[config.mk]
export PLATFORM = sky130hd
export DESIGN_NAME = ptwbq_ram
export DESIGN_NICKNAME = d
export VERILOG_FILES = /design/src/rtl/ptwbq_ram.sv
export SDC_FILE = /design/constraint.sdc
export NUM_CORES = 1
export LEC_CHECK = 0
export ABC_AREA = 1
export BUFFER_PORTS_ARGS = -buffer_cell sky130_fd_sc_hd__buf_2
export CORE_ASPECT_RATIO = 0.7
export CORE_MARGIN = 2
export CORE_UTILIZATION = 45
export DETAILED_ROUTE_END_ITERATION = 10
export GPL_TIMING_DRIVEN = 0
export PLACE_DENSITY_LB_ADDON = 0.25
export REMOVE_ABC_BUFFERS = 1
export SYNTH_ARGS = -nofsm -noshare
export SYNTH_HDL_FRONTEND = slang
export SYNTH_SLANG_ARGS = --single-unit
[constraint.sdc]
create_clock -name clk -period 3.2 [get_ports clk]
set_clock_uncertainty 0.15 [all_clocks]
set_input_delay 0.32 -clock clk [delete_from_list [all_inputs] [get_ports clk]]
set_output_delay 0.32 -clock clk [all_outputs]
set_load 0.02 [all_outputs]
[src/rtl/ptwbq_ram.sv]
// ----------------------------------------------------------------------------
// ptwbq_ram
// Generic single-write, single-read synchronous RAM with a registered read.
// ----------------------------------------------------------------------------
`default_nettype none

module ptwbq_ram #(
	parameter int WIDTH = 8,
	parameter int DEPTH = 16
) (
	input  wire logic                     clk,
	input  wire logic                     wr_en,
	input  wire logic [$clog2(DEPTH)-1:0] wr_addr,
	input  wire logic [WIDTH-1:0]         wr_data,
	input  wire logic                     rd_en,
	input  wire logic [$clog2(DEPTH)-1:0] rd_addr,
	output      logic [WIDTH-1:0]         rd_data
);

	logic [WIDTH-1:0] mem [DEPTH];

	// Write port and registered read port; read data holds while rd_en is low.
	always_ff @(posedge clk) begin
		if (wr_en) begin
			mem[wr_addr] <= wr_data;
		end
		if (rd_en) begin
			rd_data <= mem[rd_addr];
		end
	end

endmodule

`default_nettype wire

== After elaboration in Yosys (flattened, before gate mapping) ==
Memory sizes are Yosys's and may differ from the RTL's. A register that Yosys moved wholly into a read port is not among the register bits.
Cells that the tools add are included.
W data, S select, Z words.

* Flip-flop bits (word level): 0
* Memory bits (writable): 128
* Bits of input ports: 19
* Output and inout bits: 8
* Word-level logic and storage cells: 3
* Memories kept: 1

* Multiplexer cells: 2

{| class="wikitable"
|+ Memory list
! name !! depth !! width !! read ports !! clocked after memory_dff !! write ports !! line !! RTL
|-
| mem || 16 || 8 || 1 || 1 || 1 || 20 || <nowiki>logic [WIDTH-1:0] mem [DEPTH];</nowiki>
|}

{| class="wikitable"
|+ Operators by type and width
! kind !! number
|-
| $mux W1 || 2
|}

== Logic depth before layout (Yosys ltp) ==
* Depth after elaboration: 2
* Gate-level depth with buffers: 8
* Depth with buffers taken out: 7

== Worst setup path before layout ==
OpenSTA, ideal clock, no wires.

* Kind: input-to-reg
* From: input wr_addr[2]
* To: memory mem[10][0] (enable)
* Library setup time: 370 ps
* Arrival: 901 ps
* Data required time: 2680 ps
* Path slack: 1779 ps
* Stages on the path: 2
* Buffers on the path: 0
* Cells stage by stage: nand3b_1 > nor2_1

{| class="wikitable"
|+ RTL lines
! item !! line !! RTL
|-
| from (decl) || 13 || <nowiki>input wire logic [$clog2(DEPTH)-1:0] wr_addr,</nowiki>
|-
| to (decl) || 20 ||
|}

Straight into the memory's write port.

==> summary.md <==
| Metric | Value |
|---|---|
| Gpl congestion | around 0.8 |
| Pwr/cell area | 606 nW/um^2 |
| CP startpoint kind | input port |
| Critical path endpoint | rd_data[1] |
| Tmin final | ~2900 ps |
| Synth async-reset ratio | 0% |
| PostCTS Resize Cnt | 0 |
| Synth top area share | 69.8% |
| Detailed-route wire length per cell | 17.4 um |
| DIE AREA | 13900 sq um |
| Final Cycle Share | 90.6% |
| # setup viols final | 0 |
| Clock latency on the worst-skew pair | 400 ps |
| Pin slew with the least headroom to its limit | 1290 ps |
| Rows | 34 |
| Post-synth EDFFs | 136 |
| Dominant cell type by area after synthesis | edfxtp_1 |
| Crit. End Element | flop |
| Distinct cell type count of the synthesized netlist | 11 |
| Max-cap violations | 0 |
| Sequential share of the synthesized area | between 60% and 70% |
| Slew Viols, Final | 0 |
| R2R Path End | rd_data[0] |
| IO Pins | 27 |
| R2R Setup Slk | 1790 ps |
| Initial DRC count | ~360 |
| Maximum clock frequency | 345 MHz |
| Die H | approximately 99 um |
| CTS Root Cell | clkbuf_16 |
| CTS Hold Bufs | 0 |
| Critical path class | in2reg |
| Final hold violation count | 0 |
| Synth Area per Inst | 10.6 sq um |
| CP max FO | 65 |
| RSZ-0062 raised after global routing | no |
| Cts bufs inserted | 17 |
| Status | complete, no violations |
| I/O Buffers | 26 |
| Top FF cell, synth | edfxtp_1 |
| Final wirelength | 12900 um |
| Remaining Overflow, GRT | 0 |
| Synth Instances | 551 |
| CTS tree | yes |
| Gr usage total | 19.4% |
| Detail Placement HPWL | 7530 um |
| Largest net degree at the start of global routing | 66 |
| Core Area | 12500 sq um |
| Max VDD drop | 368 uV |
| Synth top cells by count | 173 x nand2_1, 136 x edfxtp_1, 100 x inv_1 |
| Slew HR | 14.1% |
| Clock Pin Slew Worst Setup and Hold Paths | around 50 ps |
| Worst r2r path cells | 6 |
| Layout cell share with drive strength beyond 1 | ~8.6% |
| R2R Path Start | mem[13][0] |
| Critical Path Start | rd_addr[0] |
| Most numerous cell in the Yosys netlist | nand2_1 |
| Drt pass-1 iters | 5 |
| Design Power | 3.95 mW |
| DR vias | 3687 |
| Post-CTS Setup Repair Bufs | 0 |
| Multi-input logic area | around 1200 sq um |
| H-tree depth | 4 |
| Final nets | just under 600 |
| Final ANT Viol Nets | 0 |
| Initial antenna violation count | 0 |
| Req. time, crit path | 3200 ps |
| Longest Clk Path Bufs | 2 |
| Synth Register Bits | 136 |
| Synth Cell Area | 5850 sq um |
| Register area | approximately 4100 sq um |
| Synth top area cells | edfxtp_1 70%, nand2_1 11%, nand3_1 8.3% |
| First-pass GRT wire length | ~20000 um |
| Diode count | 0 |
| # clock sinks | between 100 and 150 |
| Vias in the first global route | 3458 |
| Fill count | 1116 |
| Initial Utilization | a little under half |
| Crit path DAT | roughly 2900 ps |
| Die Span X | between 100 and 150 um |
| Leak | between 2 and 3 nW |
| Drt drc | 0 |
| Hold Path Class | in2reg |
| Finished Core Util | 51.9% |
| Vias per inst | 4.96 |
| Synthesis warning total | 0 |
| Synthesis-to-layout area growth | 11.4% |
[cell families (layout without fill, tap and decap cells)]
| family | after synthesis | count (layout) | synth area share (%) |
|---|---|---|---|
| buffers and inverters | 126 | 156 | 9.39 |
| AND/OR/NAND/NOR | 289 | 289 | 20.8 |
| flip-flops | 136 | 136 | 69.8 |
[cell type report]
cell class / instances / area share (%)
sequential: 136 / 62.7
multi-input combinational: 289 / 18.6
clock buffer: 21 / 6.76
inverter: 102 / 5.88
tap: 162 / 3.11
timing repair buffer: 26 / 2.00
clock inverter: 7 / 0.884
[where the power goes]
group          total, mW  switching, mW  internal (mW)
Clock               1.69          0.650           1.04
Sequential          2.02        0.00892           2.01
Combinational      0.242          0.181         0.0614
[routing by layer]
metal	routed length (um)	track usage [%]	part of all wire [%]	vias up
met3	839	4.91	6.5	8
met1	6280	29.2	49	1747
met2	5700	28.6	44	111
met4	80	4.51	0.62	0
met5	0	0	0	-
li1	-	-	-	1821
[flip-flops by register name, summed over array words and instances, names as in the netlist]
register  count
mem         128
rd_data       8
[worst max-delay path: stages]
cell and delay (ps):
buf_2 940, inv_2 820, nand2_1 220, nand2_1 80, nand2_1 60, nand3_1 190
nand3_1 150, nand2_1 60
[stage by stage]
stage                     setup slack (ps)  instance area (sq um)  instances  hold slack, ps  TNS [ps]
after floorplan                       1610                   5680        527             269         0
after global placement                -104                   6010        715             539      -328
after detailed placement             -81.9                   6010        715             545      -181
after CTS                              354                   6510        743             122         0
after global routing                  75.1                   6510        743             122         0
final                                  301                   6510        743             133         0
[cells in the final DEF (no fill, tap or decap)]
cell | Yosys | final
clkbuf_1 | 0 | 4
clkinv_1 | 0 | 2
nand3_1 | 97 | 97
bufinv_16 | 0 | 1
nand3b_1 | 2 | 2
edfxtp_1 | 136 | 136
clkinv_2 | 0 | 4
nor2_1 | 17 | 17
clkbuf_16 | 0 | 17
nand2_1 | 173 | 173
buf_2 | 13 | 26
inv_1 | 100 | 100
inv_2 | 2 | 2
[how the worst min path moves through the flow]
stage                    start         end  slack (ps)  cells after the start
floorplan           wr_data[0]   mem[0][0]         270                      0
global placement         rd_en  rd_data[3]         540                      1
finish                   rd_en  rd_data[3]         130                      1
detailed placement       rd_en  rd_data[6]         550                      1
global route             rd_en  rd_data[3]         120                      1
CTS                      rd_en  rd_data[6]         120                      1
Note: power is estimated with default switching activity, not from simulation.
